===== src/design/psvt_ram.sv =====
// ----------------------------------------------------------------------------
// psvt_ram
// generic single write, single read ram with registered read data
// ----------------------------------------------------------------------------
`default_nettype none

module psvt_ram #(
  parameter int W = 8,
  parameter int D = 16,
  localparam int AW = (D > 1) ? $clog2(D) : 1
) (
  input  wire logic          clk,
  input  wire logic          we,
  input  wire logic [AW-1:0] waddr,
  input  wire logic [W-1:0]  wdata,
  input  wire logic          re,
  input  wire logic [AW-1:0] raddr,
  output logic      [W-1:0]  rdata
);

  logic [W-1:0] mem [D];
  logic [W-1:0] rdata_r;

  always_ff @(posedge clk) begin
    if (we) begin
      mem[waddr] <= wdata;
    end
    if (re) begin
      rdata_r <= mem[raddr];
    end
  end

  assign rdata = rdata_r;

endmodule

`default_nettype wire


===== config.mk =====
export PLATFORM = sky130hd
export DESIGN_NAME = psvt_ram
export DESIGN_NICKNAME = d
export VERILOG_FILES = /design/src/design/psvt_ram.sv
export SDC_FILE = /design/constraint.sdc
export NUM_CORES = 1
export LEC_CHECK = 0
export ABC_AREA = 0
export BUFFER_PORTS_ARGS = -buffer_cell sky130_fd_sc_hd__buf_2
export CORE_ASPECT_RATIO = 1.4
export CORE_UTILIZATION = 35
export DETAILED_ROUTE_END_ITERATION = 7
export PLACE_DENSITY = 0.5
export REMOVE_ABC_BUFFERS = 1
export SLEW_MARGIN = 20
export SYNTH_ARGS = -nofsm -noshare
export SYNTH_HDL_FRONTEND = slang
export SYNTH_SLANG_ARGS = --single-unit

===== constraint.sdc =====
create_clock -name clk -period 4.4 [get_ports clk]
set_input_delay 0.66 -clock clk [delete_from_list [all_inputs] [get_ports clk]]
set_output_delay 0.66 -clock clk [all_outputs]
set_load 0.02 [all_outputs]

==> results of run 1 <==
[through the flow]
step	utilization (%)	cell area, sq um	hold slack [ns]
finish	42.2	6120	0.623
global route	42.2	6120	0.623
CTS	42.1	6110	0.618
detailed placement	38.2	5550	0.732
global placement	38.2	5550	0.728
floorplan	-	5140	0.705
[layer usage]
metal  vias up  global-route usage [%]
met4         0                    7.18
met3        12                    3.79
li1       1059                       -
met2        60                    24.5
met1      1271                    17.6
met5         -                       0
[logic make-up after synthesis]
group,Yosys count
compound gates,16
mux,32
simple gates,35
buf+inv,10
flops,136
[flip-flops by register name, summed over array words and instances (netlist names)]
signal / flops
mem: 128
rdata: 8
[power by group]
group | switching, mW | internal, mW | total (mW) | leakage [nW]
Sequential | 0.00699 | 1.46 | 1.47 | 1.24
Clock | 0.486 | 0.877 | 1.36 | 0.277
Combinational | 0.0819 | 0.0518 | 0.134 | 0.500
Total | 0.574 | 2.39 | 2.96 | 2.01
[synthesized netlist by cell type]
| cell | number |
|---|---|
| a22oi_1 | 16 |
| and2_1 | 1 |
| and2b_1 | 1 |
| buf_2 | 3 |
| buf_4 | 1 |
| buf_6 | 3 |
| clkdlybuf4s25_2 | 3 |
| edfxtp_1 | 136 |
| mux4_1 | 14 |
| mux4_2 | 18 |
| nand2_1 | 9 |
| nand2b_1 | 2 |
| nand3_1 | 1 |
| nand3b_1 | 2 |
| nor2_1 | 13 |
| nor2b_1 | 1 |
| nor3_1 | 4 |
| or3b_2 | 1 |
[layout by cell type (no fill, tap or decap), types with 2 or more instances in the layout]
cell type  netlist  layout
a22oi_1         16      16
buf_2            3      25
buf_4            1       6
bufinv_16        0       3
clkbuf_1         0       3
clkbuf_16        0      17
clkinv_1         0       4
clkinv_2         0       4
edfxtp_1       136     136
mux4_1          14      14
mux4_2          18      18
nand2_1          9       9
nand2b_1         2       2
nand3b_1         2       2
nor2_1          13      13
nor3_1           4       4
[layout make-up]
| class | instances | area [sq um] | share of cell area, % |
|---|---|---|---|
| Multi-Input combinational cell | 83 | 1060 | 17.3 |
| Clock inverter | 12 | 133 | 2.17 |
| Clock buffer | 20 | 437 | 7.14 |
| Timing Repair Buffer | 31 | 170 | 2.78 |
| Tap cell | 189 | 236 | 3.87 |
| Sequential cell | 136 | 4080 | 66.8 |
[how the worst max path moves through the flow]
stage	start	slack (ns)	cells past startpoint	end
2_1_floorplan	waddr[2]	2.25	2	mem[0][0]
4_1_cts	raddr[0]	2.02	4	rdata[5]
6_report	raddr[0]	2.40	4	rdata[0]
5_1_grt	raddr[0]	2.32	4	rdata[0]
3_3_place_gp	raddr[0]	1.57	4	rdata[5]
3_5_place_dp	raddr[0]	1.57	4	rdata[0]
[worst max-delay path: cells and delay by family]
| kind | cells | cell delay (ns) |
|---|---|---|
| AND/OR/NAND/NOR | 1 | 0.11 |
| AO/OA/AOI/OAI | 1 | 0.18 |
| multiplexers | 1 | 0.69 |
| buffers and inverters | 1 | 0.48 |
==> impl_metrics.yaml, run 1 <==
run_status:
  status: "finished, final reports clean"
clocking:
  hold_buffers: 0
  cts.path.max_buffers: 2
  cts_resized: 0
  clkTransAtPathRegs_ns: 0.05
  root_buffer: "clkbuf_16"
  htreeDepth: 4
  cts_sinks: 136
  cts_setup_buffers: 0
  cts_tree: "yes"
  cts_buffers: 17
  clk_latency_ns: 0.42
logic_synthesis:
  synth-xor-area-share_pct: 0
  synth_top_cell_by_area: "edfxtp_1"
  synth-compound-area-share_pct: 2.30
  avgSynthCellArea_sq_um: 22.8
  syn-cell-area_sq_mm: 0.00523
  yosys.area_share.simple_pct: 3.14
  synth_fa_ha_area_share_pct: 0
  synth.mux.area_fraction_pct: 14.8
  synth_top_family_by_area: "multiplexers"
  synthDistinctLibCells: 18
  yosysTopAreaCellShare_pct: 78.1
  syn_inst: 229
  synth_area_leaders: "edfxtp_1, mux4_2, mux4_1, a22oi_1, nor2_1"
  ys_seq_area_share_pct: 78.1
  ys_ff_latch: 136
  yosysWarnings: 0
final_layout:
  layout-drive-gt1-share_pct: 26.6
  layout.nets: 288
  fin_cells: 471
  fillCellCount: 1258
  antennaDiodeCount: 0
  syn2layout_area_growth_pct: 17.0
floorplanning:
  core.rowCount: 52
  start_util_pct: 36.0
  ios: 27
  die_w_um: 105
  die_y_um: 147
  core_area_sq_mm: 0.0145
  die_area_sq_mm: 0.0154
routing:
  drtPass1Iterations: 5
  ant_nets: 0
  wl_met1_um: 4290
  routed_wl_um: 10300
  routed-via-count: 2402
  routedWlPerCell_um: 21.9
  top_layer: "met4"
  drt_iter0_markers: 165
  wl_met3_um: 334
  drc: 0
  wl_met2_um: 5490
  via_per_inst: 5.10
worst_setup_path:
  max_stage_delay_ns: 0.69
  end_kind: "register"
  r2r_start: "mem[9][3]"
  rr_worst_depth: 3
  cp.required_ns: 4.55
  rrSetupSlack_ns: 2.93
  worst_path_max_delay_cell: "mux4_1"
  crit_chain: "buf_4 > mux4_1 > a22oi_1 > nand2_1"
  crit_arrival_ns: 2.14
  r2r-end: "rdata[3]"
  worstSetupPathType: "in2reg"
  critPathMaxFanout: 31
  crit_path_start_kind: "input port"
sta:
  slew_violations: 0
  relSlewSlack_pct: 27.6
  fin_ws_ns: 2.40
  min_period_over_period_pct: 45.4
  min_period_ns: 2.00
  setup_violations: 0
  fmax_mhz: 501
  skew_ns: 0.00906
  worstMarginPinSlew_ns: 1.08
  rsz0062_at_grt: "false"
  hold_viol_final: 0
  setup_tns_ns: 0
min_path:
  hold_path_end: "rdata[7]"
  min_from: "re"
  min_path_type: "in2reg"
  whs_path_depth: 1
global_route:
  grtUsageTotal_pct: 14.7
  grt_pass1_vias: 2504
  grt_pass1_wl_um: 15600
  grt_max_degree: 33
  overflow: 0
  antenna_found_initial: 0
place:
  pre_cts_slack_ns: 1.57
  place_congestion: 0.667
  port-buffer-count: 26
  dp.cells: 439
  dp.final_hpwl_um: 6490
power_and_ir_drop:
  p_leak_nw: 2.01
  power.density_mw_per_mm2: 485
  total_power_mw: 2.96
  ir_drop_v: 0.000233
flow_run:
  cap_violations: 0
Power figures use the tool's default switching activity.
==> run 2: changes to the inputs <==
--- a/config.mk
+++ b/config.mk
@@ -5,7 +5,7 @@
 export SDC_FILE = /design/constraint.sdc
 export NUM_CORES = 1
 export LEC_CHECK = 0
-export ABC_AREA = 0
+export ABC_AREA = 1
 export BUFFER_PORTS_ARGS = -buffer_cell sky130_fd_sc_hd__buf_2
 export CORE_ASPECT_RATIO = 1.4
 export CORE_UTILIZATION = 35
==> constraint.sdc (replaced) <==
create_clock -name clk -period 2.1 [get_ports clk]
set_input_delay 0.315 -clock clk [delete_from_list [all_inputs] [get_ports clk]]
set_output_delay 0.315 -clock clk [all_outputs]
set_load 0.02 [all_outputs]
==> run 2 against run 1 <==
Compared with the run above: the flow now finishes with violations (DRC); final cell count rose by 70%; design area rose by 12%; clock power rose by 130%; wire length rose by 31%; sequential share of layout area fell by 7.0 points; register-to-register slack got worse by 2.0 ns; flip-flop and latch count did not move; non-clock buffer count rose by 15; die area rose by 12%; utilization fell by 0.11 points; total power rose by 120%.
==> impl_metrics.yaml, run 2 <==
clocking:
  clkTransAtPathRegs_ns: 0.06
  cts_buffers: 17
  clk_latency_ns: 0.41
  cts_sinks: 136
  cts_tree: "yes"
  cts_setup_buffers: 0
  cts.path.max_buffers: 2
  cts_resized: 0
  htreeDepth: 4
  hold_buffers: 0
  root_buffer: "clkbuf_16"
logic_synthesis:
  syn_inst: 551
  synth-compound-area-share_pct: 0
  synthArstFlopShare_pct: 0
  synth_top_family_by_area: "simple AND/OR/NAND/NOR gates"
  synth-edff-count: 136
  yosysTopAreaCellShare_pct: 69.8
  synth-xor-area-share_pct: 0
  synth.mux.area_fraction_pct: 0
  synth_area_leaders: "edfxtp_1, nand2_1, nand3_1, inv_1, buf_6"
  ys_seq_area_share_pct: 69.8
  synthFlopType: "edfxtp_1"
  yosysMostFrequentCell: "nand2_1"
  synthDistinctLibCells: 11
  synth_fa_ha_area_share_pct: 0
  syn-cell-area_sq_mm: 0.00585
  netlist_top_cells_count: "nand2_1, edfxtp_1, inv_1"
  avgSynthCellArea_sq_um: 10.6
  yosys.area_share.simple_pct: 20.8
  synth_top_cell_by_area: "edfxtp_1"
  yosysWarnings: 0
  ys_ff_latch: 136
final_layout:
  syn2layout_area_growth_pct: 16.8
  largest_reg_flops: 128
  antennaDiodeCount: 0
  layout.nets: 611
  layout-drive-gt1-share_pct: 12.8
  layout_commonest_cell: "nand2_1"
  regMostFlops: "mem"
  mostFrequentLayoutCells: "nand2_1, edfxtp_1, inv_1"
min_path:
  min_from: "re"
  hold_path_end: "rdata[7]"
  min_path_type: "in2reg"
  whs_path_depth: 1
routing:
  routed_wl_um: 13500
  ant_nets: 0
  drtPass1Iterations: 6
  routed-via-count: 3784
  wl_met3_um: 367
  wl_met2_um: 7040
  top_layer: "met4"
  drc: 8
  routedWlPerCell_um: 16.8
  drt_iter0_markers: 291
  via_per_inst: 4.72
  wl_met1_um: 5760
worst_setup_path:
  crit_path_start_kind: "input port"
  crit_family: "buffers and inverters"
  crit_path_frequent_cell: "nand3_1"
  rr_worst_depth: 6
  r2r_start: "mem[0][5]"
  end_kind: "register"
  r2r-end: "rdata[5]"
  worst_path_max_delay_cell: "inv_1"
  critPathMaxFanout: 17
  rrSetupSlack_ns: 0.89
  crit_buf_inv: 2
  worstSetupPathType: "in2reg"
  startpoint: "raddr[2]"
  crit_chain: "buf_2 > inv_1 > nand3_1 > nand3_1 > nand2_1"
  cp.required_ns: 2.25
  max_stage_delay_ns: 0.53
  crit_arrival_ns: 1.56
power_and_ir_drop:
  p_switching_mw: 1.38
  p_int_mw: 5.13
  power.density_mw_per_mm2: 955
  p_seq_share_pct: 47.2
  ir_drop_v: 0.000516
  p_sw_share_pct: 21.2
  total_power_mw: 6.52
  p_leak_nw: 2.92
  combPwrFrac_pct: 5.8
  share_clk_of_total_power_pct: 47.0
floorplanning:
  core.rowCount: 55
  die_area_sq_mm: 0.0172
  start_util_pct: 36.0
  die_w_um: 111
  die_y_um: 155
  ios: 27
  core_area_sq_mm: 0.0162
flow_run:
  cap_violations: 0
sta:
  slew_violations: 0
  relSlewSlack_pct: 55.9
  worstMarginPinSlew_ns: 0.661
  min_period_over_period_pct: 67.1
  fmax_mhz: 710
  holdWs_ns: 0.268
  skew_ns: 0.00998
  setup_tns_ns: 0
  rsz0062_at_grt: "false"
  hold_viol_final: 0
  min_period_ns: 1.41
  setup_violations: 0
global_route:
  grt_pass1_wl_um: 20900
  grtUsageTotal_pct: 16.6
  grt_pass1_vias: 3720
  antenna_found_initial: 0
  grt_max_degree: 58
  overflow: 0
place:
  port-buffer-count: 26
  dp.final_hpwl_um: 8400
  place_congestion: 0.778
run_status:
  violations: "DRC"
  status: "complete, but fails checks"
==> run 2: changes by cell type after synthesis, moves of 3 or more <==
cell             before  now
mux4_1               14    0
buf_2                 3   13
a22oi_1              16    0
buf_6                 3    6
nand2_1               9  173
clkdlybuf4s25_2       3    0
nor3_1                4    0
inv_1                 0  100
nor2_1               13   17
nand3_1               1   97
buf_4                 1    4
mux4_2               18    0
==> run 2: area by class of cell <==
cell class / instances / area, sq um
Multi-Input combinational cell: 289 / 1210
Timing Repair Buffer: 46 / 293
Inverter: 102 / 383
Tap cell: 199 / 249
Sequential cell: 136 / 4080
Clock inverter: 12 / 178
Clock buffer: 18 / 429
Fill cell: 1546 / 9410
==> run 2: metrics by stage <==
| step | setup slack [ns] | utilization, % | cells | cell area, sq um |
|---|---|---|---|---|
| 2_1_floorplan | 0.664 | - | 527 | 5680 |
| 3_3_place_gp | 0.279 | 38.3 | 772 | 6220 |
| 3_5_place_dp | 0.284 | 38.3 | 772 | 6220 |
| 4_1_cts | 0.718 | 42.0 | 802 | 6830 |
| 5_1_grt | 0.628 | 42.0 | 802 | 6830 |
| 6_report | 0.691 | 42.0 | 802 | 6830 |
==> run 2: power groups by stage <==
stage	clock, mW	combinational (mW)	sequential [mW]
detailed placement	0	0.385	3.13
finish	3.07	0.378	3.07
global route	3.22	0.420	3.08
floorplan	0	0.164	3.15
CTS	3.12	0.387	3.08
global placement	0	0.382	3.13
==> run 2: worst max-delay path by stage <==
stage,cells after the start,endpoint
after floorplan,6,rdata[2]
after global placement,5,rdata[5]
after detailed placement,5,rdata[5]
after CTS,5,rdata[5]
after global routing,5,rdata[5]
final,5,rdata[5]
==> run 2: logic make-up after synthesis <==
| group | after synthesis |
|---|---|
| buffers and inverters | 126 |
| DFF | 136 |
| and+or+nand+nor | 289 |
==> run 2: worst reg2reg max path: stages, from the launching register on <==
cell and delay [ns]:
edfxtp_1 0.38, inv_1 0.06, nand2_1 0.05, nand3_1 0.07, nand3_1 0.13, nand3_1 0.15
nand2_1 0.09
==> run 2: routing by layer <==
metal | up-vias | GRT usage [%]
li1 | 1862 | -
met1 | 1846 | 19.6
met2 | 63 | 29.3
met3 | 13 | 3.00
met4 | 0 | 7.46
met5 | - | 0
