### src/design/psvt_pkg.sv
// ----------------------------------------------------------------------------
// psvt_pkg
// types and constants shared by the pair set vote table
// ----------------------------------------------------------------------------
`default_nettype none

package psvt_pkg;

  localparam int MATRIX_WORDS = 9;
  localparam int ID_W         = 10;
  localparam int PAIR_W       = 2 * ID_W;
  localparam int SIZE_W       = 5;
  localparam int VOTE_W       = 16;
  localparam int STARS_W      = 10;
  localparam int SUMSQ_W      = 32;
  localparam int WORD_W       = 32;
  localparam int WIDX_W       = 4;

  localparam logic [WIDX_W-1:0] LAST_WORD = WIDX_W'(MATRIX_WORDS - 1);
  localparam logic [VOTE_W-1:0] VOTE_MAX  = '1;

  typedef enum logic [1:0] {
    OP_STAGE  = 2'd0,
    OP_ADD    = 2'd1,
    OP_SELECT = 2'd2,
    OP_CLEAR  = 2'd3
  } op_t;

  typedef enum logic [1:0] {
    ST_VOTE   = 2'd0,
    ST_NEW    = 2'd1,
    ST_DROP   = 2'd2,
    ST_SELECT = 2'd3
  } status_t;

  typedef enum logic [3:0] {
    S_IDLE,
    S_SRCH_MRD,
    S_SRCH_MCHK,
    S_SRCH_PRD,
    S_SRCH_PCHK,
    S_NEXT,
    S_MISS,
    S_APP_PAIR,
    S_APP_MAT,
    S_EMIT,
    S_SEL_MRD,
    S_SEL_MCHK,
    S_SEL_WRD,
    S_SEL_OUT
  } state_t;

  typedef struct packed {
    op_t                       op;
    logic [ID_W-1:0]           id_ref;
    logic [ID_W-1:0]           id_in;
    logic                      pair_last;
    logic [SIZE_W-1:0]         set_size;
    logic [STARS_W-1:0]        star_count;
    logic [SUMSQ_W-1:0]        sum_squares;
    logic [WIDX_W-1:0]         matrix_index;
    logic signed [WORD_W-1:0]  matrix_word;
  } in_item_t;

  typedef struct packed {
    logic [1:0]                status;
    logic [VOTE_W-1:0]         vote_count;
    logic                      found;
    logic [STARS_W-1:0]        best_stars;
    logic [SUMSQ_W-1:0]        best_sum_squares;
    logic [WIDX_W-1:0]         word_index;
    logic signed [WORD_W-1:0]  word_value;
    logic                      last;
  } out_item_t;

  typedef struct packed {
    logic [SIZE_W-1:0]  size;
    logic [VOTE_W-1:0]  votes;
    logic [STARS_W-1:0] stars;
    logic [SUMSQ_W-1:0] sumsq;
  } meta_t;

  typedef struct packed {
    logic              pair_we;
    logic              mat_we;
    logic [WIDX_W-1:0] mat_idx;
  } stage_ctl_t;

endpackage

`default_nettype wire

### src/design/psvt_stage.sv
// ----------------------------------------------------------------------------
// psvt_stage
// staged pairs and matrix words of the open request, with pair membership probe
// ----------------------------------------------------------------------------
`default_nettype none

module psvt_stage import psvt_pkg::*; #(
  parameter int MAX_PAIRS = 19,
  localparam int SIW = (MAX_PAIRS > 1) ? $clog2(MAX_PAIRS) : 1,
  localparam int PCW = $clog2(MAX_PAIRS + 2)
) (
  input  wire logic                     clk,
  input  wire logic                     rst_n,
  input  wire stage_ctl_t               ctl,
  input  wire logic [SIW-1:0]           wr_idx,
  input  wire logic [PAIR_W-1:0]        wr_pair,
  input  wire logic signed [WORD_W-1:0] wr_word,
  input  wire logic [PCW-1:0]           probe_n,
  input  wire logic [PAIR_W-1:0]        probe_pair,
  output logic                          probe_seen,
  input  wire logic [SIW-1:0]           rd_idx,
  output logic [PAIR_W-1:0]             rd_pair,
  input  wire logic [WIDX_W-1:0]        mat_rd_idx,
  output logic signed [WORD_W-1:0]      rd_word
);

  logic [PAIR_W-1:0]        pairs_r [MAX_PAIRS];
  logic signed [WORD_W-1:0] mat_r [MATRIX_WORDS];

  always_ff @(posedge clk) begin
    if (ctl.pair_we) begin
      pairs_r[wr_idx] <= wr_pair;
    end
  end

  always_ff @(posedge clk) begin
    if (!rst_n) begin
      for (int i = 0; i < MATRIX_WORDS; i++) begin
        mat_r[i] <= '0;
      end
    end else if (ctl.mat_we && (ctl.mat_idx < WIDX_W'(MATRIX_WORDS))) begin
      mat_r[ctl.mat_idx] <= wr_word;
    end
  end

  always_comb begin
    probe_seen = 1'b0;
    for (int k = 0; k < MAX_PAIRS; k++) begin
      if ((PCW'(k) < probe_n) && (pairs_r[k] == probe_pair)) begin
        probe_seen = 1'b1;
      end
    end
  end

  assign rd_pair = pairs_r[rd_idx];
  assign rd_word = mat_r[mat_rd_idx];

endmodule

`default_nettype wire

### config.mk
export PLATFORM = sky130hd
export DESIGN_NAME = psvt_stage
export DESIGN_NICKNAME = d
export VERILOG_FILES = /design/src/design/psvt_pkg.sv /design/src/design/psvt_stage.sv
export SDC_FILE = /design/constraint.sdc
export NUM_CORES = 1
export LEC_CHECK = 0
export BUFFER_PORTS_ARGS = -buffer_cell sky130_fd_sc_hd__buf_4
export CAP_MARGIN = 10
export CELL_PAD_IN_SITES_DETAIL_PLACEMENT = 1
export CELL_PAD_IN_SITES_GLOBAL_PLACEMENT = 1
export CORE_MARGIN = 3
export CORE_UTILIZATION = 49
export DETAILED_ROUTE_END_ITERATION = 12
export PLACE_DENSITY = 0.81
export SYNTH_ARGS = -nofsm -noshare
export SYNTH_HDL_FRONTEND = slang
export SYNTH_SLANG_ARGS = --single-unit
### constraint.sdc
create_clock -name clk -period 3.3 [get_ports clk]
set_input_delay 0.165 -clock clk [delete_from_list [all_inputs] [get_ports clk]]
set_output_delay 0.165 -clock clk [all_outputs]
set_load 0.01 [all_outputs]
==> impl.org, run 1 <==
** Final layout
- Leaving out fill and tap cells, the most frequent cells in the layout are 1152 x sky130_fd_sc_hd__edfxtp_1, 360 x sky130_fd_sc_hd__mux4_2, 288 x sky130_fd_sc_hd__and2_1, 240 x sky130_fd_sc_hd__buf_4, 224 x sky130_fd_sc_hd__conb_1.
- Summing all multi-input logic gate instances after layout gives 15800 µm².
- Area grow syn2layout :: 17.1%
- Once layout is complete, the cells apart from fillers number 4547.
- FF/Latch Area :: 34600 µm²
- Most common cell after layout, fill and taps aside :: sky130_fd_sc_hd__edfxtp_1
- Final #Nets :: 3188
- Fill cell total of the finished layout :: 8823
- Cells with a size suffix above 1 make up 27.1% of the layout.

** Yosys
- By area the synthesized netlist is led by sky130_fd_sc_hd__edfxtp_1 69%, sky130_fd_sc_hd__mux4_2 16%, sky130_fd_sc_hd__xor2_1 3.9%.
- After synthesis the cells add up to about 50000 µm².
- The average instance in the mapped netlist occupies 19.4 µm².
- Number of library cell types mapped by synthesis :: 35
- Synthesis warning total :: 0
- Fraction of the yosys area taken by sequential cells :: 69.1%
- FFs w/ async S/R, synth :: 0%
- Number of flops mapped to enable cells by yosys :: 1152
- For this run, the leading register cell type out of synthesis is sky130_fd_sc_hd__edfxtp_1.
- After technology mapping, the gate count stands at 2586.
- Of the post-synthesis cell area, the dominant cell type holds 69.1%.
- sky130_fd_sc_hd__edfxtp_1 takes more of the synthesized area than any other cell.
- Post-synthesis register bit count :: 1152

** Power
- After layout, the design draws a total of 0.0327 W.
- Net switching is 23.0% of the power.
- Share of total power in sequential cells :: 51.5%
- Power density normalized to cell area :: 558 nW/µm²
- Internal power component :: between 0.02 and 0.03 W
- Combinational share of power :: 8.6%
- Peak supply drop :: about 0.00062 V
- Clk pwr share :: about two fifths
- Summed over all cells, the static leakage comes to a little under 20 nW.
- Sw power :: 0.00751 W

** Die
- Die height :: between 300 and 400 µm
- Floorplan Core Area :: 101000 µm²
- Number of placed I/O pins :: 152
- Total die area :: 106000 µm²
- The die is 326 µm wide.
- For this configuration, the core starts out at a cell density of 49.7%.
- Floorplan row count :: 116

** Critical path
- CP Data Required Time :: 3.13 ns
- For the worst setup path, the data arrival time is 3.15 ns.
- By instance count, the cell type seen most on the critical path is sky130_fd_sc_hd__buf_4.
- Crit path capture type :: output pin
- Maximum net fanout on the critical path :: 2
- Max stage delay on crit path :: 0.47 ns
- Sequence of cells on the critical path :: xnor2_1 -> nand4_1 -> nor4_1 -> buf_4 -> a31oi_1 -> o211ai_1 -> a2111o_1 -> buf_4
- Startpoint class of the critical path :: flip-flop
- By startpoint and endpoint, the worst setup path is classified as flip-flop to output pin.
- On the critical path, the stage with the largest delay is an instance of sky130_fd_sc_hd__xnor2_1.

** STA
- Final Critical Period :: 3.32 ns
- In this run the tightest slew margin relative to its limit is 33.8%.
- Number of max-slew violations in the final report :: 0
- The final critical path takes up 101% of the cycle.
- Setup repair after global routing left no endpoint under its margin.
- Max frequency :: 0.301 GHz
- Setup violations remaining at the end of the flow were counted as 1.
- Transition at the pin with the smallest max-transition slack :: 0.983 ns
- After layout, the worst setup slack is -0.0173 ns.
- Number of hold violations in the final report :: 0
- Final total negative setup slack :: -0.0173 ns

** Place
- Once placement completed, the tool counted placed cells totaling 4276.
- # port buffers :: 151
- Routability congestion estimate :: 1.00
- Detailed placement ended at an HPWL of around 96000 µm.
- At the placement stage, the worst setup path has a slack of 0.609 ns.

** GRT
- Entering global routing, the biggest net connects 54 pins.
- Overall fraction of global-route tracks in use :: 28.8%
- Global routing finished with a remaining overflow of 0.
- Global-route wire length before repair :: ~220000 µm
- Vias in the first global route :: 29900
- The number of antenna violations at the first check in global routing is 11.

** Detailed routing
- The first TritonRoute pass finished after 5 iterations.
- Post-detailed-route count of antenna-violating nets :: 0
- Detailed Route WL :: 152000 µm
- Detailed-route DRC error count :: 0
- Using the TritonRoute via totals, the vias-per-cell ratio works out to about 6.2.
- Via count :: around 28000
- Dividing the detail-routed wire length by the instance count gives 33.5 µm.
- In this run, the number of DRC markers left after iteration 0 of detailed routing was 3970.

** CTS
- Clk Tree Root Cell :: sky130_fd_sc_hd__clkbuf_16
- Number of buffers added by the clock tree synthesis step :: 116
- The H-tree was split into 3 levels.
- Clock-pin slew was measured on the worst setup and hold paths at 0.07 ns.
- Post-CTS Setup Bufs :: 0
- TritonCTS built the clock tree.
- Maximum buffer depth of the clock tree :: 3
- CTS saw around 1200 sinks.

** Outcome
- Run status :: finished with violations
- Failing checks :: setup timing

** Flow run
- # Max-Cap Violations :: 0

** Worst hold path
- Hold Crit Class :: input port to flip-flop
worst max-delay path, delay by kind of cell (launching register included):
kind / cells / cell delay [ns]
flops: 1 / 0.46
simple gates: 2 / 0.60
buf+inv: 2 / 0.37
xor+xnor: 1 / 0.47
compound gates: 3 / 0.52
final cells by class:
class | instances | share of cell area, %
flip-flops and latches | 1152 | 59.0
multi-input cells | 1501 | 27.0
clock inverters | 73 | 1.17
inverters | 1 | 0.00640
clock buffers | 141 | 5.15
repair buffers | 317 | 4.77
diodes | 5 | 0.0213
well taps | 1357 | 2.90
metal layers:
layer,up-vias,track usage (%),routed length (µm)
met5,-,0,30
met4,6,12.4,7640
met3,374,6.28,15500
met2,1823,47.5,75100
met1,14800,37.2,54000
li1,11100,-,-
synthesized netlist by cell type (all sizes together) (6+ instances only):
library cell	instances
mux4	360
mux2	20
nand3	8
edfxtp	1152
nand2b	6
nor4	64
nor3	14
nand2	6
buf	79
clkbuf	76
nor2	43
xor2	221
and2	288
xnor2	159
nand4	49
o21ai	8
state kept, by name, indices dropped and copies added, names as in the netlist:
name / cells
mat_r: 512
pairs_r: 640
timing repair:
action / 4_1_cts / 5_1_grt
resized for setup: 3 / 1
endpoints found under the setup margin: 1 / 1
endpoints found under the hold margin: 1152 / 0
pin swaps: 0 / 1
hold buffers: 52 / 0
kinds of logic after synthesis:
| kind of cell | Yosys count | share of synthesized area (%) |
|---|---|---|
| DFF | 1152 | 69.1 |
| and+or+nand+nor | 489 | 5.84 |
| xor gates and xnor gates | 380 | 6.65 |
| muxes | 380 | 16.6 |
| buffers and inverters | 156 | 1.39 |
| AOI/OAI and AO/OA | 28 | 0.385 |
| other | 1 | 0.00749 |
power by group through the flow:
| stage | clock, W | combinational (W) | sequential (W) |
|---|---|---|---|
| floorplan | 0 | 0.00148 | 0.0171 |
| global placement | 0 | 0.00261 | 0.0171 |
| detailed placement | 0 | 0.00268 | 0.0172 |
| CTS | 0.0132 | 0.00276 | 0.0169 |
| global route | 0.0138 | 0.00293 | 0.0169 |
| finish | 0.0131 | 0.00280 | 0.0169 |
metrics by stage:
stage | hold WS, ns | instance area, µm² | util (%)
after floorplan | 0.264 | 50900 | -
after global placement | 0.438 | 54400 | 54.0
after detailed placement | 0.454 | 54400 | 54.0
after CTS | 0.0806 | 58600 | 58.2
after global routing | 0.132 | 58600 | 58.2
final | 0.121 | 58600 | 58.2
path summary, 6_finish.rpt:
| path | from | endpoint | depth (start not counted) |
|---|---|---|---|
| worst max-delay path | pairs_r[11][7]$_DFFE_PP_ | probe_seen | 8 |
| worst min-delay path | wr_idx[3] | pairs_r[9][0]$_DFFE_PP_ | 3 |
Power figures use the tool's default switching activity.
==> run 2: changes to the inputs <==
REMOVE_ABC_BUFFERS = 1   (was not set)
==> impl.org, run 2 (synthesized netlist as in run 1, its figures left out) <==
** Place
- Routability congestion estimate :: 0.942 (was 1.00)
- The placed standard-cell area was 54100 µm² (was 54400 µm²).
- Detailed Place HPWL :: 91800 µm (was 95700 µm)
- Post-placement setup slack :: 0.602 ns (was 0.609 ns)
- The total of buffers placed on input and output ports is 151 (unchanged).

** Critical path
- The sort of element at the end of the critical path was an output pin (unchanged).
- The arrival time of data at the critical path endpoint came to 3.06 ns (was 3.15 ns).
- Maximum net fanout on the critical path :: 2 (unchanged)
- Type of the worst setup path :: flip-flop to output pin (unchanged)
- CP Data Required Time :: 3.13 ns (about the same)
- Startpoint class of the critical path :: flip-flop (unchanged)

** CTS
- Post-CTS Setup Bufs :: 0 (unchanged)
- Number of levels the H-tree was split into :: 3 (unchanged)
- Maximum buffer depth of the clock tree :: 3 (unchanged)
- Total clock sinks :: 1152 (unchanged)
- The CTS tree was yes (unchanged).
- The root buffer cell was sky130_fd_sc_hd__clkbuf_16 (unchanged).
- Clock slew at the register clock pins of the worst setup and hold paths :: 0.06 ns (was 0.07 ns)
- Number of buffers added by the clock tree synthesis step :: 117 (was 116)

** GRT
- The wire length of the first global-routing pass was 208000 µm (was 219000 µm).
- Overall fraction of global-route tracks in use :: 27.0% (was 28.8%)
- Vias in the first global route :: 29300 (was 29900)
- Maximum number of pins on one net before global-route repair :: 41 (was 54)
- Antenna violations before repair :: 4 (was 11)
- The residual overflow from global routing was 0 (unchanged).

** Die
- Floorplan row count :: 116 (unchanged)
- The die outline height is 326 µm (unchanged).
- The count of pins on the block boundary is 152 (unchanged).
- The width of the chip was 326 µm (unchanged).
- The initial core utilization was 49.7% (unchanged).
- Floorplan Core Area :: 101000 µm² (unchanged)
- Total die area :: 106000 µm² (unchanged)

** STA
- The final number of setup-violating endpoints came to 0 (was 1).
- The final worst setup slack came to 0.0769 ns (was -0.0173 ns).
- Final Critical Period :: 3.22 ns (was 3.32 ns)
- Max frequency :: 0.310 GHz (was 0.301 GHz)
- The number of pins with negative max-slew slack in the final report came to 0 (unchanged).
- Number of hold violations in the final report :: 0 (unchanged)
- The headroom to the max-slew limit was 43.6% (was 33.8%).
- The final critical-path share of the clock period is 97.7% (was 101%).
- Transition at the pin with the smallest max-transition slack :: 0.846 ns (was 0.983 ns)

** Worst hold path
- The end of the worst hold path was pairs_r[9][15]$_DFFE_PP_ (was pairs_r[9][0]$_DFFE_PP_).
- The source of the worst hold timing path is wr_idx[3] (unchanged).
- The cell depth of the worst hold path is 3 (unchanged).
- The worst min-delay path class is input port to flip-flop (unchanged).

** Final layout
- Largest register FFs :: 640 (unchanged)
- Fill cell total of the finished layout :: 8858 (was 8823)
- Final #Nets :: 3158 (was 3188)
- FF/Latch Area :: 34600 µm² (unchanged)
- Most common cell after layout, fill and taps aside :: sky130_fd_sc_hd__edfxtp_1 (unchanged)
- Final cell area excluding filler cells :: 58600 µm² (about the same)
- Share of cells above drive strength 1 :: 26.8% (was 27.1%)
- Area of the multi-input gates :: 15900 µm² (was 15800 µm²)
- Highest-count cells in the layout ignoring fill and taps :: 1152 x sky130_fd_sc_hd__edfxtp_1, 360 x sky130_fd_sc_hd__mux4_2, 288 x sky130_fd_sc_hd__and2_1, 224 x sky130_fd_sc_hd__conb_1, 218 x sky130_fd_sc_hd__xor2_1 (was 1152 x sky130_fd_sc_hd__edfxtp_1, 360 x sky130_fd_sc_hd__mux4_2, 288 x sky130_fd_sc_hd__and2_1, 240 x sky130_fd_sc_hd__buf_4, 224 x sky130_fd_sc_hd__conb_1)
- The most flop-heavy register was pairs_r (unchanged).
- Registers with the most flip-flops: pairs_r x640, mat_r x512 (unchanged).
- The layout overhead on the synthesized area is 17.1% (about the same).

** Detailed routing
- Via count :: 27200 (was 28100)
- The number of nets with antenna violations after routing was 0 (unchanged).
- The average wire per cell in the routed design was 31.6 µm (was 33.5 µm).
- Pre-Repair DR Iteration Count :: 5 (unchanged)
- Detailed-route DRC error count :: 0 (unchanged)
- Detailed Route WL :: 143000 µm (was 152000 µm)
- The via density per instance came to 6.03 (was 6.18).
- Detailed Route Iter0 Violations :: 3496 (was 3970)

** Power
- The leakage power of the design is 19.6 nW (about the same).
- The maximum vdd ir drop was 0.000473 V (was 0.000624 V).
- Power density normalized to cell area :: 568 nW/µm² (was 558 nW/µm²)

** Flow run
- # Max-Cap Violations :: 0 (unchanged)

** Outcome
- Run status: finished, final reports clean (was finished with violations).
==> run 2: cell count changes in the layout (fill, tap and decap cells not counted), moves of 3 or more <==
| cell | before | now |
|---|---|---|
| sky130_fd_sc_hd__buf_4 | 240 | 212 |
| sky130_fd_sc_hd__bufinv_16 | 11 | 18 |
| sky130_fd_sc_hd__nor2_1 | 10 | 5 |
| sky130_fd_sc_hd__nor2_2 | 33 | 38 |
| sky130_fd_sc_hd__buf_12 | 21 | 17 |
| sky130_fd_sc_hd__clkinv_1 | 25 | 21 |
| sky130_fd_sc_hd__diode_2 | 5 | 1 |
| sky130_fd_sc_hd__clkbuf_16 | 117 | 120 |
| sky130_fd_sc_hd__xor2_1 | 221 | 218 |
==> run 2: repair_timing <==
action                                   CTS  global route
hold buffers                              53             0
endpoints found under the hold margin   1155             0
pin swaps                                  0             4
resized for setup                          3             5
endpoints found under the setup margin     1             1
==> run 2: per-layer routing <==
metal / up-vias / global-route usage (%) / wire [µm] / part of all wire (%)
met1: 14500 / 36.0 / 54300 / 38
li1: 11100 / - / - / -
met3: 236 / 5.11 / 11600 / 8.1
met4: 0 / 7.99 / 4330 / 3.0
met2: 1429 / 45.5 / 72300 / 51
met5: - / 0 / 0 / 0
==> run 2: through the flow <==
| step | power, W | hold slack, ns | util (%) | std cells | TNS (ns) |
|---|---|---|---|---|---|
| after floorplan | 0.0183 | 0.264 | - | 2654 | -10.55 |
| after global placement | 0.0196 | 0.439 | 53.7 | 4244 | 0 |
| after detailed placement | 0.0198 | 0.458 | 53.7 | 4244 | 0 |
| after CTS | 0.0334 | 0.00345 | 58.1 | 4515 | 0 |
| after global routing | 0.0342 | 0.0639 | 58.2 | 4515 | -0.0190 |
| final | 0.0333 | 0.0537 | 58.2 | 4516 | 0 |
==> run 2: power by group <==
| group | internal [W] | total (W) | leakage, nW | switching, W |
|---|---|---|---|---|
| clock | 0.00804 | 0.0137 | 1.92 | 0.00567 |
| sequential | 0.0167 | 0.0169 | 10.7 | 0.000188 |
| combinational | 0.00116 | 0.00270 | 6.93 | 0.00154 |
| total | 0.0259 | 0.0333 | 19.6 | 0.00740 |
==> run 2: worst max-delay path by stage <==
| stage | start | endpoint | slack [ns] | cells past startpoint |
|---|---|---|---|---|
| 2_1_floorplan | ctl[2] | mat_r[1][0]$_SDFFCE_PN0P_ | -0.11 | 2 |
| 3_3_place_gp | rd_idx[0] | rd_pair[8] | 0.63 | 6 |
| 3_5_place_dp | rd_idx[0] | rd_pair[8] | 0.60 | 6 |
| 4_1_cts | pairs_r[17][14]$_DFFE_PP_ | probe_seen | 0.03 | 9 |
| 5_1_grt | pairs_r[16][6]$_DFFE_PP_ | probe_seen | -0.02 | 9 |
| 6_report | pairs_r[16][15]$_DFFE_PP_ | probe_seen | 0.08 | 9 |
==> run 2: cell type report <==
class                   instances  area share [%]
clock buffers                 144            5.28
clock inverters                74            1.43
diodes                          1         0.00427
repair buffers                286            4.29
inverters                       1         0.00640
well taps                    1357            2.90
multi-input cells            1501            27.1
flip-flops and latches       1152            59.0
==> run 2: worst max-delay path, stage by stage (launching register included) <==
cell and delay, ns:
sky130_fd_sc_hd__edfxtp_1 0.47, sky130_fd_sc_hd__xor2_1 0.22, sky130_fd_sc_hd__nor4_1 0.33, sky130_fd_sc_hd__nand4_1 0.13, sky130_fd_sc_hd__nor4_1 0.32, sky130_fd_sc_hd__buf_4 0.21
sky130_fd_sc_hd__a31oi_1 0.09, sky130_fd_sc_hd__o211ai_1 0.16, sky130_fd_sc_hd__a2111o_1 0.24, sky130_fd_sc_hd__buf_4 0.16
==> run 3: changes to the inputs <==
ABC_AREA = 1   (was not set)
CORE_UTILIZATION = 46   (was 49)
PLACE_DENSITY = 0.83   (was 0.81)
==> impl.org, run 3 <==
** Outcome
- Run status: finished, final reports clean (unchanged).

** GRT
- The wire length of the first global-routing pass was 282000 µm (was 208000 µm).
- Antenna violations before repair :: 8 (was 4)
- Vias in the first global route :: 43700 (was 29300)
- The total global routing track utilization came to 31.4% (was 27.0%).
- The pin count of the biggest net entering global routing was 97 (was 41).
- The residual overflow from global routing is 0 (unchanged).

** Final layout
- The share of layout cells above drive strength 1 came to 9.82% (was 26.8%).
- The number of flip-flops in the largest register came to 640 (unchanged).
- Register ranked first by flip-flop count :: pairs_r (unchanged)
- Highest-count cells in the layout ignoring fill and taps :: 1152 x sky130_fd_sc_hd__edfxtp_1, 791 x sky130_fd_sc_hd__nor2_1, 720 x sky130_fd_sc_hd__nand2_1, 503 x sky130_fd_sc_hd__o21ai_0, 351 x sky130_fd_sc_hd__inv_1 (was 1152 x sky130_fd_sc_hd__edfxtp_1, 360 x sky130_fd_sc_hd__mux4_2, 288 x sky130_fd_sc_hd__and2_1, 224 x sky130_fd_sc_hd__conb_1, 218 x sky130_fd_sc_hd__xor2_1)
- The final standard cell area without fillers was 61400 µm² (was 58600 µm²).
- Area grow syn2layout :: 14.9% (was 17.1%)
- The final layout net count is 5426 (was 3158).
- Most common cell after layout, fill and taps aside :: sky130_fd_sc_hd__edfxtp_1 (unchanged)
- Registers with the most flip-flops: pairs_r x640, mat_r x512 (unchanged).

** CTS
- Total clock sinks :: 1152 (unchanged)
- Post-CTS Setup Bufs :: 0 (unchanged)
- The TritonCTS buffer count came to 120 (was 117).
- The H-tree depth reported by CTS is 3 (unchanged).
- The clock tree buffer depth came to 3 (unchanged).
- The root buffer cell is sky130_fd_sc_hd__clkbuf_16 (unchanged).
- The clock transition at the registers of the reported paths is 0.06 ns (about the same).
- CTS-repair resized insts :: 0 (was 3)
- TritonCTS clock tree :: yes (unchanged)

** Power
- Peak supply drop :: 0.000535 V (was 0.000473 V)
- Combinational share of power :: 9.5% (was 8.1%)
- Switching part of the total power :: 25.1% (was 22.2%)
- The power density normalized to cell area was 544 nW/µm² (was 568 nW/µm²).
- Share of total power in sequential cells :: 50.4% (was 50.7%)
- The total net switching power was 0.00837 W (was 0.00740 W).
- The internal power of the cells was 0.0250 W (was 0.0259 W).
- Clk pwr share :: 40.1% (was 41.2%)
- The leakage power of the design was 23.4 nW (was 19.6 nW).

** Detailed routing
- Post-detailed-route count of antenna-violating nets :: 0 (unchanged)
- Average detailed-routed wire length per instance :: 27.7 µm (was 31.6 µm)
- Detailed Route Iter0 Violations :: 5000 (was 3496)
- The number of vias after detailed routing was 41700 (was 27200).
- The post-detailed-routing wire length was 192000 µm (was 143000 µm).
- The count of TritonRoute iterations in the first routing pass is 5 (unchanged).
- The via density per instance was 6.01 (was 6.03).
- Detailed-route DRC error count :: 0 (unchanged)

** Critical path
- Startpoint class of the critical path :: flip-flop (unchanged)
- Type of the worst setup path :: flip-flop to output pin (unchanged)
- The critical path data required time is 3.13 ns (about the same).
- The sort of element at the end of the critical path is an output pin (unchanged).
- The largest fanout on the critical path was 2 (unchanged).
- The arrival time of data at the critical path endpoint came to 2.95 ns (was 3.06 ns).

** Yosys
- Post-synth top flop :: sky130_fd_sc_hd__edfxtp_1 (unchanged)
- The area share of the largest cell type after synthesis was 64.7% (was 69.1%).
- The cell taking the most area after synthesis is sky130_fd_sc_hd__edfxtp_1 (unchanged).
- FFs w/ async S/R, synth :: 0% (unchanged)
- Post-synthesis register bit count :: 1152 (unchanged)
- Post-Syn Area :: 53400 µm² (was 50100 µm²)
- The post-synthesis cell count was 4952 (was 2586).
- The synthesized area per cell came to 10.8 µm² (was 19.4 µm²).
- The proportion of synthesized chip area in sequential cells came to 64.7% (was 69.1%).
- The count of flip-flops with a built-in enable after synthesis came to 1152 (unchanged).
- Top cell types by occurrence after synthesis :: 1152 x sky130_fd_sc_hd__edfxtp_1, 823 x sky130_fd_sc_hd__nor2_1, 729 x sky130_fd_sc_hd__nand2_1 (was 1152 x sky130_fd_sc_hd__edfxtp_1, 360 x sky130_fd_sc_hd__mux4_2, 288 x sky130_fd_sc_hd__and2_1)
- Dominant cells by area after synthesis: sky130_fd_sc_hd__edfxtp_1 65%, sky130_fd_sc_hd__nor2_1 5.8%, sky130_fd_sc_hd__nand2_1 5.1% (was sky130_fd_sc_hd__edfxtp_1 69%, sky130_fd_sc_hd__mux4_2 16%, sky130_fd_sc_hd__xor2_1 3.9%).
- Synthesis warning total :: 0 (unchanged)
- Most numerous cell in the Yosys netlist :: sky130_fd_sc_hd__edfxtp_1 (unchanged)
- The number of distinct library cells after synthesis came to 36 (was 35).

** STA
- Final setup fails :: 0 (unchanged)
- Transition at the pin with the smallest max-transition slack :: 1.10 ns (was 0.846 ns)
- Share of the clock period used by the worst path :: 94.5% (was 97.7%)
- Headroom to the max-slew limit :: 26.4% (was 43.6%)
- The total count of hold-check failures in the final report is 0 (unchanged).
- The number of pins with negative max-slew slack in the final report is 0 (unchanged).
- RSZ-0062 raised after global routing :: no
- The final critical-path required period was 3.12 ns (was 3.22 ns).
- Max frequency :: 0.321 GHz (was 0.310 GHz)
- The final total negative setup slack was 0 ns (unchanged).

** Die
- Floorplan Core Area :: 115000 µm² (was 101000 µm²)
- Die height :: 347 µm (was 326 µm)
- The initial core utilization is 46.6% (was 49.7%).
- The die footprint was 120000 µm² (was 106000 µm²).
- Floorplan row count :: 124 (was 116)
- Number of placed I/O pins :: 152 (unchanged)
- The width of the chip came to 347 µm (was 326 µm).

** Flow run
- # Max-Cap Violations :: 0 (unchanged)

** Place
- The weighted congestion at the end of routability-driven global placement came to 0.974 (was 0.942).
- The placed standard-cell area is 57000 µm² (was 54100 µm²).
- # port buffers :: 151 (unchanged)
- The final HPWL from detailed placement is 122000 µm (was 91800 µm).

** Worst hold path
- The worst min-delay path class is input port to flip-flop (unchanged).
run 3: changes by cell type after synthesis, moves of 72 or more:
cell                       previous run  this run
sky130_fd_sc_hd__a21oi_1              4       230
sky130_fd_sc_hd__mux2i_1              0       128
sky130_fd_sc_hd__o21ai_1              0        77
sky130_fd_sc_hd__nand2_1              6       729
sky130_fd_sc_hd__inv_1                1       351
sky130_fd_sc_hd__xor2_1             221        91
sky130_fd_sc_hd__xnor2_1            159        54
sky130_fd_sc_hd__nor2_1              43       823
sky130_fd_sc_hd__o21ai_0              8       503
sky130_fd_sc_hd__o211ai_1             1       170
sky130_fd_sc_hd__o221ai_1             0        72
sky130_fd_sc_hd__mux4_2             360         0
sky130_fd_sc_hd__and2_1             288         0
sky130_fd_sc_hd__nand3_1              8       125
run 3: path summary, 6_finish.rpt:
kind | start | to | slack [ns] | depth (start not counted)
min | wr_idx[2] | pairs_r[29][15]$_DFFE_PP_ | 0.15 | 3
max | pairs_r[3][18]$_DFFE_PP_ | probe_seen | 0.18 | 9
run 3: layout make-up:
cell class	count	area, µm²
clock inverter	65	663
timing repair buffer	339	3040
sequential	1152	34600
tap	1512	1890
clock buffer	157	3160
fill	12300	53400
antenna	5	12.5
inverter	404	1540
multi-input combinational	3310	16500
run 3: worst max-delay path: stages (launching register included):
cell,delay [ns]
sky130_fd_sc_hd__edfxtp_1,0.40
sky130_fd_sc_hd__xor2_1,0.19
sky130_fd_sc_hd__nor3_1,0.70
sky130_fd_sc_hd__nand3_1,0.19
sky130_fd_sc_hd__nand3_1,0.18
sky130_fd_sc_hd__nand2_1,0.06
sky130_fd_sc_hd__inv_1,0.06
sky130_fd_sc_hd__nor2_1,0.04
sky130_fd_sc_hd__nand3_1,0.19
sky130_fd_sc_hd__buf_4,0.18
run 3: per-layer routing:
layer / wire length, µm / vias to the layer above / GRT usage (%)
met5: 13 / - / 0
met4: 10900 / 2 / 15.9
met3: 18800 / 583 / 6.29
met2: 91900 / 2493 / 52.2
li1: - / 17800 / -
met1: 70400 / 20900 / 39.0
run 3: metrics by stage:
step | hold WS, ns | power, W | worst slack, ns | utilization [%] | std cells
2_1_floorplan | 0.264 | 0.0184 | 0.821 | - | 4866
3_3_place_gp | 0.400 | 0.0200 | 0.556 | 49.7 | 6664
3_5_place_dp | 0.403 | 0.0202 | 0.492 | 49.7 | 6664
4_1_cts | 0.0959 | 0.0335 | 0.296 | 53.5 | 6939
5_1_grt | 0.119 | 0.0344 | 0.215 | 53.5 | 6939
6_report | 0.153 | 0.0334 | 0.181 | 53.5 | 6944
run 3: power by group through the flow:
stage               combinational [W]  sequential (W)  clock (W)
floorplan                     0.00131          0.0171          0
global placement              0.00288          0.0171          0
detailed placement            0.00301          0.0171          0
CTS                           0.00310          0.0168     0.0135
global route                  0.00338          0.0169     0.0142
finish                        0.00318          0.0168     0.0134
run 3: logic make-up after synthesis:
family	share of synthesized area, %
XOR/XNOR	2.38
multiplexers	2.40
AND/OR/NAND/NOR	12.3
other	0.00702
buffers and inverters	6.22
AO/OA/AOI/OAI	12.0
flip-flops	64.7
run 3: timing repair:
action,CTS,global route
setup endpoints to repair,0,0
hold buffers,53,0
hold endpoints to repair,1138,0
